$ cat src/rtl/core/prct_pkg.sv
`default_nettype none

package prct_pkg;

	localparam int MAX_CLIENTS    = 16;
	localparam int CLIENT_ID_BITS = 32;

	localparam int TALLY_W = 32;
	localparam int OP_W    = 2;
	localparam int IN_ID_W = 32;
	localparam int ID_W    = (CLIENT_ID_BITS < IN_ID_W) ? CLIENT_ID_BITS : IN_ID_W;
	localparam int IDX_W   = (MAX_CLIENTS > 1) ? $clog2(MAX_CLIENTS) : 1;
	localparam int CNT_W   = $clog2(MAX_CLIENTS + 1);
	localparam int RUN_W   = 38;
	localparam int TOTAL_W = 37;
	localparam int USED_W  = 5;
	localparam int ENTRY_W = 2 * TALLY_W;

	localparam logic [OP_W-1:0] OP_INC   = 2'd0;
	localparam logic [OP_W-1:0] OP_DEC   = 2'd1;
	localparam logic [OP_W-1:0] OP_MERGE = 2'd2;

	typedef struct packed {
		logic capture;
		logic lookup;
		logic update;
		logic load_out;
	} ctrl_cmd_t;

	typedef struct packed {
		logic skip;
	} dp_sts_t;

endpackage

`default_nettype wire

$ cat src/rtl/core/pn_counter_replica_table.sv
// PN-counter replica table: per-client increment and decrement tallies.
// Input channel (in_valid/in_ready) carries one beat per operation: increment,
// decrement or merge of a remote entry for client_key. Output channel
// (out_valid/out_ready) returns one beat per input beat with the running
// total, a table-full status and the number of entries in use.
// A result reaches the output register through these steps, in order, after its
// input beat is accepted: tag match with tally RAM read, read-modify-write, output load.
// An ignored item skips the write and goes straight to the output load.
// The block works on one item at a time, so it takes no new beat until the
// result of the last one has been loaded into the output register.
// A new item is accepted while a finished result still waits in the output
// register; if the receiver keeps stalling, the next result holds in the
// controller and no further beat is accepted until the register frees up.
// Reset clears all entry valid bits, the entry count and the running total;
// tally storage needs no clearing pass. Operation code 3 changes nothing.
`default_nettype none

module pn_counter_replica_table import prct_pkg::*; (
	input  wire logic                 clk,
	input  wire logic                 arst_n,
	input  wire logic                 in_valid,
	output logic                      in_ready,
	input  wire logic [OP_W-1:0]      operation,
	input  wire logic [IN_ID_W-1:0]   client_key,
	input  wire logic [TALLY_W-1:0]   amount,
	input  wire logic [TALLY_W-1:0]   remote_inc,
	input  wire logic [TALLY_W-1:0]   remote_dec,
	output logic                      out_valid,
	input  wire logic                 out_ready,
	output logic signed [TOTAL_W-1:0] total,
	output logic                      status,
	output logic [USED_W-1:0]         entries_used
);

	ctrl_cmd_t cmd;
	dp_sts_t   sts;

	prct_ctrl u_ctrl (
		.clk      (clk),
		.arst_n   (arst_n),
		.in_valid (in_valid),
		.in_ready (in_ready),
		.out_valid(out_valid),
		.out_ready(out_ready),
		.sts      (sts),
		.cmd      (cmd)
	);

	prct_datapath u_datapath (
		.clk         (clk),
		.arst_n      (arst_n),
		.cmd         (cmd),
		.sts         (sts),
		.operation   (operation),
		.client_key  (client_key),
		.amount      (amount),
		.remote_inc  (remote_inc),
		.remote_dec  (remote_dec),
		.total       (total),
		.status      (status),
		.entries_used(entries_used)
	);

	a_cmd_onehot: assert property (@(posedge clk) disable iff (!arst_n)
		$onehot0({cmd.capture, cmd.lookup, cmd.update, cmd.load_out}))
		else $error("controller issued more than one command");

	a_one_at_a_time: assert property (@(posedge clk) disable iff (!arst_n)
		(in_valid && in_ready) |=> !in_ready)
		else $error("second item accepted while one is in flight");

	a_full_count: assert property (@(posedge clk) disable iff (!arst_n)
		(out_valid && status) |-> (entries_used == USED_W'(MAX_CLIENTS)))
		else $error("table-full status with free entries");

endmodule

`default_nettype wire

$ cat src/rtl/core/prct_ram.sv
`default_nettype none

module prct_ram #(
	parameter int WIDTH = 64,
	parameter int DEPTH = 16
) (
	input  wire logic                                         clk,
	input  wire logic                                         we,
	input  wire logic [((DEPTH > 1) ? $clog2(DEPTH) : 1)-1:0] waddr,
	input  wire logic [WIDTH-1:0]                             wdata,
	input  wire logic                                         re,
	input  wire logic [((DEPTH > 1) ? $clog2(DEPTH) : 1)-1:0] raddr,
	output logic      [WIDTH-1:0]                             rdata
);

	logic [WIDTH-1:0] mem_q [DEPTH];

	always_ff @(posedge clk) begin
		if (we) begin
			mem_q[waddr] <= wdata;
		end
		if (re) begin
			rdata <= mem_q[raddr];
		end
	end

endmodule

`default_nettype wire

$ cat src/rtl/core/prct_datapath.sv
`default_nettype none

module prct_datapath import prct_pkg::*; (
	input  wire logic                  clk,
	input  wire logic                  arst_n,
	input  wire ctrl_cmd_t             cmd,
	output dp_sts_t                    sts,
	input  wire logic [OP_W-1:0]       operation,
	input  wire logic [IN_ID_W-1:0]    client_key,
	input  wire logic [TALLY_W-1:0]    amount,
	input  wire logic [TALLY_W-1:0]    remote_inc,
	input  wire logic [TALLY_W-1:0]    remote_dec,
	output logic signed [TOTAL_W-1:0]  total,
	output logic                       status,
	output logic [USED_W-1:0]          entries_used
);

	logic [OP_W-1:0]    op_q;
	logic [ID_W-1:0]    id_q;
	logic [TALLY_W-1:0] amount_q;
	logic [TALLY_W-1:0] rinc_q;
	logic [TALLY_W-1:0] rdec_q;

	logic [ID_W-1:0]         ids_q [MAX_CLIENTS];
	logic [MAX_CLIENTS-1:0]  valid_q;
	logic [CNT_W-1:0]        used_q;
	logic signed [RUN_W-1:0] run_q;
	logic [IDX_W-1:0]        slot_q;
	logic                    new_q;
	logic                    full_q;

	logic                   op_ok;
	logic [MAX_CLIENTS-1:0] match;
	logic                   hit;
	logic [IDX_W-1:0]       hit_idx;
	logic [IDX_W-1:0]       free_idx;
	logic [IDX_W-1:0]       sel_idx;
	logic                   full;

	logic [ENTRY_W-1:0]      rd_data;
	logic [TALLY_W-1:0]      oi, od, ni, nd;
	logic signed [TALLY_W:0] di, dd;
	logic signed [RUN_W-1:0] run_nx;

	always_ff @(posedge clk) begin
		if (cmd.capture) begin
			op_q     <= operation;
			id_q     <= client_key[ID_W-1:0];
			amount_q <= amount;
			rinc_q   <= remote_inc;
			rdec_q   <= remote_dec;
		end
		if (cmd.lookup) begin
			slot_q <= sel_idx;
			new_q  <= !hit;
			full_q <= op_ok && full;
		end
		if (cmd.update && new_q) begin
			ids_q[slot_q] <= id_q;
		end
		if (cmd.load_out) begin
			total        <= run_q[TOTAL_W-1:0];
			status       <= full_q;
			entries_used <= USED_W'(used_q);
		end
	end

	always_comb begin
		op_ok    = op_q inside {OP_INC, OP_DEC, OP_MERGE};
		hit_idx  = '0;
		free_idx = '0;
		for (int i = MAX_CLIENTS - 1; i >= 0; i--) begin
			match[i] = valid_q[i] && (ids_q[i] == id_q);
			if (match[i]) begin
				hit_idx = IDX_W'(i);
			end
			if (!valid_q[i]) begin
				free_idx = IDX_W'(i);
			end
		end
		hit      = |match;
		full     = !hit && (&valid_q);
		sel_idx  = hit ? hit_idx : free_idx;
		sts.skip = !op_ok || full;
	end

	prct_ram #(
		.WIDTH(ENTRY_W),
		.DEPTH(MAX_CLIENTS)
	) u_tally_ram (
		.clk  (clk),
		.we   (cmd.update),
		.waddr(slot_q),
		.wdata({ni, nd}),
		.re   (cmd.lookup),
		.raddr(sel_idx),
		.rdata(rd_data)
	);

	// A newly allocated entry starts from zero tallies.
	always_comb begin
		oi = new_q ? '0 : rd_data[ENTRY_W-1:TALLY_W];
		od = new_q ? '0 : rd_data[TALLY_W-1:0];
		ni = oi;
		nd = od;
		case (op_q)
			OP_INC: begin
				ni = oi + amount_q;
			end
			OP_DEC: begin
				nd = od + amount_q;
			end
			OP_MERGE: begin
				ni = (rinc_q > oi) ? rinc_q : oi;
				nd = (rdec_q > od) ? rdec_q : od;
			end
			default: begin
				ni = oi;
				nd = od;
			end
		endcase
		di     = $signed({1'b0, ni}) - $signed({1'b0, oi});
		dd     = $signed({1'b0, nd}) - $signed({1'b0, od});
		run_nx = run_q + RUN_W'(di) - RUN_W'(dd);
	end

	always_ff @(posedge clk or negedge arst_n) begin
		if (!arst_n) begin
			valid_q <= '0;
			used_q  <= '0;
			run_q   <= '0;
		end else if (cmd.update) begin
			run_q <= run_nx;
			if (new_q) begin
				valid_q[slot_q] <= 1'b1;
				used_q          <= used_q + CNT_W'(1);
			end
		end
	end

endmodule

`default_nettype wire

$ cat src/rtl/core/prct_ctrl.sv
`default_nettype none

module prct_ctrl import prct_pkg::*; (
	input  wire logic    clk,
	input  wire logic    arst_n,
	input  wire logic    in_valid,
	output logic         in_ready,
	output logic         out_valid,
	input  wire logic    out_ready,
	input  wire dp_sts_t sts,
	output ctrl_cmd_t    cmd
);

	typedef enum logic [3:0] {
		ST_IDLE   = 4'b0001,
		ST_LOOKUP = 4'b0010,
		ST_UPDATE = 4'b0100,
		ST_RESULT = 4'b1000
	} state_t;

	state_t state_q, state_nx;
	logic   out_valid_q;

	always_comb begin
		state_nx = state_q;
		cmd      = '0;
		in_ready = 1'b0;
		case (state_q)
			ST_IDLE: begin
				in_ready = 1'b1;
				if (in_valid) begin
					cmd.capture = 1'b1;
					state_nx    = ST_LOOKUP;
				end
			end
			ST_LOOKUP: begin
				cmd.lookup = 1'b1;
				state_nx   = sts.skip ? ST_RESULT : ST_UPDATE;
			end
			ST_UPDATE: begin
				cmd.update = 1'b1;
				state_nx   = ST_RESULT;
			end
			ST_RESULT: begin
				if (!out_valid_q || out_ready) begin
					cmd.load_out = 1'b1;
					state_nx     = ST_IDLE;
				end
			end
			default: begin
				state_nx = ST_IDLE;
			end
		endcase
	end

	always_ff @(posedge clk or negedge arst_n) begin
		if (!arst_n) begin
			state_q     <= ST_IDLE;
			out_valid_q <= 1'b0;
		end else begin
			state_q <= state_nx;
			if (cmd.load_out) begin
				out_valid_q <= 1'b1;
			end else if (out_ready) begin
				out_valid_q <= 1'b0;
			end
		end
	end

	assign out_valid = out_valid_q;

endmodule

`default_nettype wire
$ cat config.mk
export PLATFORM = sky130hd
export DESIGN_NAME = pn_counter_replica_table
export DESIGN_NICKNAME = d
export VERILOG_FILES = /design/src/rtl/core/prct_pkg.sv /design/src/rtl/core/pn_counter_replica_table.sv /design/src/rtl/core/prct_ram.sv /design/src/rtl/core/prct_datapath.sv /design/src/rtl/core/prct_ctrl.sv
export SDC_FILE = /design/constraint.sdc
export NUM_CORES = 2
export LEC_CHECK = 0
export ABC_CLOCK_PERIOD_IN_PS = 8400
export CORE_ASPECT_RATIO = 1.25
export CORE_MARGIN = 4
export CORE_UTILIZATION = 30
export DETAILED_ROUTE_END_ITERATION = 8
export DONT_BUFFER_PORTS = 1
export PLACE_DENSITY_LB_ADDON = 0.2
export SLEW_MARGIN = 20
export SYNTH_ARGS = -nofsm -noshare
export SYNTH_HDL_FRONTEND = slang
export SYNTH_SLANG_ARGS = --single-unit
$ cat constraint.sdc
create_clock -name clk -period 8.4 [get_ports clk]
set_input_delay 0.42 -clock clk [delete_from_list [all_inputs] [get_ports clk]]
set_output_delay 0.42 -clock clk [all_outputs]
set_load 0.05 [all_outputs]
==> flow_summary.yaml <==
worst_setup_path:
  cp_num_buf_inv: 7
  start_kind: "flop"
  arrival_ns: 9.01
  critPathSlowestCell: "fa_1"
  path_max_fanout: 14
  r2r-end: "u_datapath.run_q[36]$_DFFE_PN0P_"
  crit_type: "reg -> reg"
  cp-end-kind: "flop"
  critical_path.top_delay_family: "compound AO/OA/AOI/OAI gates"
  slowest_delay_ns: 0.51
  reg2reg_setup_slack_ns: 0.09
  cp_data_required_time_ns: 9.10
  crit_path_frequent_cell: "buf_6"
  r2r-start: "u_datapath.new_q$_DFFE_PN_"
  reg2reg_depth: 44
synth:
  synth_most_common_cell: "edfxtp_1"
  synth_warnings: 0
  synth_edf_count: 1779
  synth.net_count: 6244
  yosysTopAreaCell: "edfxtp_1"
  yosysTopAreaCellShare_pct: 63.7
  netlist_area_sq_mm: 0.0838
  synth_seq_cells: 1842
  synthAdderAreaFrac_pct: 4.43
  synth_xor_area_share_pct: 6.77
  synthMuxAreaShare_pct: 3.80
  ys_seq_area_share_pct: 65.6
  synth_top_family_by_area: "compound AO/OA/AOI/OAI gates"
  synth_top_flop_cell: "edfxtp_1"
  synth_cells: 5837
  synth_async_sr_flop_share_pct: 3.42
  synth_compound_area_share_pct: 9.01
  ys_top_cells_by_area: "edfxtp_1, xor2_1, ha_1"
  yosys.area_share.simple_pct: 7.81
  syn_area_per_cell_sq_um: 14.4
  synth_cell_types: 76
  yosys-top-cells-count: "edfxtp_1, xor2_1, xnor2_1"
clocking:
  h-tree-depth: 4
  clockBufferDepth: 3
  tritoncts: "built"
  cts_root_buf: "clkbuf_16"
  cts.clk_slew.worst_paths_ns: 0.06
  cts_sinks: 1842
  cts_buffers: 200
  clock_latency_ns: 0.88
power_and_ir_drop:
  power_w: 0.0359
  p_leak_nw: 35.7
  ir_worst_vdd_mv: 0.457
  p_per_area_mw_per_mm2: 351
sta:
  fin_crit_sh_pct: 98.9
  drv_slew: 0
  fin_setup_tns_ns: 0
  worst_pin_slew_ns: 1.11
  timing.fmax_ghz: 0.120
  slew_headroom_pct: 26.3
  rsz0062_at_grt: "true"
  clock_skew_ns: 0.0670
  final_hold_viol_count: 0
  fin_crit_ns: 8.31
  finalSetupViolCount: 0
floorplan:
  die_y_microns: 599
  ioPinCount: 179
  row_count: 216
  die_w_microns: 481
  die-area_sq_mm: 0.288
  core_sq_mm: 0.278
  start_util_pct: 30.2
route:
  wl_met1_mm: 120
  drt_wl_total_mm: 279
  wl_met2_mm: 138
  detail_route.wl_per_cell_microns: 26.7
  drt_iter0_drc: 4302
  antenna_left: 0
  drtPass1Iterations: 6
  vias: 54024
  highest_layer: "met5"
  route.detailed.drc: 0
  vias_per_cell: 5.16
  wl_met3_mm: 11.8
hold_path:
  hp-class: "in -> async"
final_layout:
  syn_to_final_growth_pct: 22.0
  fin_area_sq_mm: 0.102
  final_nets: 6989
  final_cells: 10463
  layout-drive-gt1-share_pct: 21.2
  utilization_pct: 36.9
placement:
  dp_hpwl_mm: 176
  placed_cell_area_sq_mm: 0.0925
  io_buffers: 0
  place_congestion: 0.885
  dp.cells: 9881
run_status:
  status: "finished, final reports clean"
global_routing:
  antenna_found_initial: 10
  grt_start_max_net_pins: 134
  grt_pass1_wl_mm: 395
  track_usage_pct: 18.8
  grt_overflow: 0
  grt_pass1_vias: 54761
flow_run:
  drv_cap: 0
[report_power, final]
group          internal (W)  total (W)  switching, W
clock network       0.00497    0.00877       0.00380
registers            0.0110     0.0116      0.000580
logic               0.00724     0.0155       0.00830
[cells by family after synthesis]
logic type,after synthesis
XOR/XNOR,648
adder cells (fa/ha/maj),273
multiplexers,294
AND/OR/NAND/NOR,1221
AO/OA/AOI/OAI,1066
buffers and inverters,493
flip-flops,1842
[area by class of cell]
type | count | area [sq um]
fill | 26500 | 175000
clock buffer | 252 | 5260
tap | 3706 | 4640
sequential | 1842 | 55000
inverter | 216 | 818
multi-input combinational | 3502 | 28300
timing repair buffer | 820 | 7010
clock inverter | 122 | 1290
antenna | 3 | 7.51
[registers in the layout, summed over array words and instances (netlist names), 4 cells and up]
name,count
u_datapath.u_tally_ram.mem_q,1024
u_datapath.ids_q,512
u_datapath.u_tally_ram.rdata,64
u_datapath.run_q,37
u_datapath.total,37
u_datapath.amount_q,32
u_datapath.id_q,32
u_datapath.rdec_q,32
u_datapath.rinc_q,32
u_datapath.valid_q,16
u_datapath.entries_used,5
u_datapath.used_q,5
u_ctrl.state_q,4
u_datapath.slot_q,4
[worst max-delay path by stage]
stage | start | end | depth (start not counted)
detailed placement | u_datapath.new_q$_DFFE_PN_ | u_datapath.run_q[36]$_DFFE_PN0P_ | 41
finish | u_datapath.new_q$_DFFE_PN_ | u_datapath.run_q[36]$_DFFE_PN0P_ | 44
global route | u_datapath.new_q$_DFFE_PN_ | u_datapath.run_q[36]$_DFFE_PN0P_ | 42
CTS | u_datapath.new_q$_DFFE_PN_ | u_datapath.run_q[36]$_DFFE_PN0P_ | 46
global placement | u_datapath.new_q$_DFFE_PN_ | u_datapath.run_q[36]$_DFFE_PN0P_ | 41
floorplan | u_datapath.new_q$_DFFE_PN_ | u_datapath.run_q[36]$_DFFE_PN0P_ | 44
[repair_timing]
action                     in CTS  in global routing
hold buffers                  134                  0
setup endpoints to repair      16                 30
pin swaps                      51                132
gates cloned                    0                  0
setup buffers                  55                 22
hold endpoints to repair      214                  0
gates resized for setup       124                132
[metal layers]
metal	GRT usage, %	vias up
li1	-	24193
met1	24.4	28144
met2	32.5	1335
met3	2.58	350
met4	6.02	2
met5	0	-
[per-stage QoR]
stage	hold WS, ns	setup WS [ns]
floorplan	0.124	0.00392
global placement	0.127	-1.05
detailed placement	0.130	-1.09
CTS	0.0347	-0.000567
global route	0.0816	-0.229
finish	0.0703	0.0942
[cell usage in the layout, fill, tap and decap left out, types with 28 or more instances in the layout]
cell type,count
a211o_1,67
a21o_1,73
a21oi_1,167
a222oi_1,64
a22oi_1,28
a32oi_1,128
buf_12,34
buf_4,631
clkbuf_1,47
clkbuf_16,201
clkinv_1,45
clkinv_2,32
dfrtp_1,62
dlygate4sd3_1,133
edfxtp_1,1779
fa_1,38
ha_1,201
inv_1,208
mux2_2,193
mux2i_1,99
nand2_1,227
nand2b_1,88
nand3_1,240
nand4_1,121
nor2_1,96
nor2b_1,38
nor3_1,52
nor4_1,144
o2111ai_1,63
o21a_1,34
o21ai_0,172
xnor2_1,284
xor2_1,353
(Power assumes the default switching activity.)
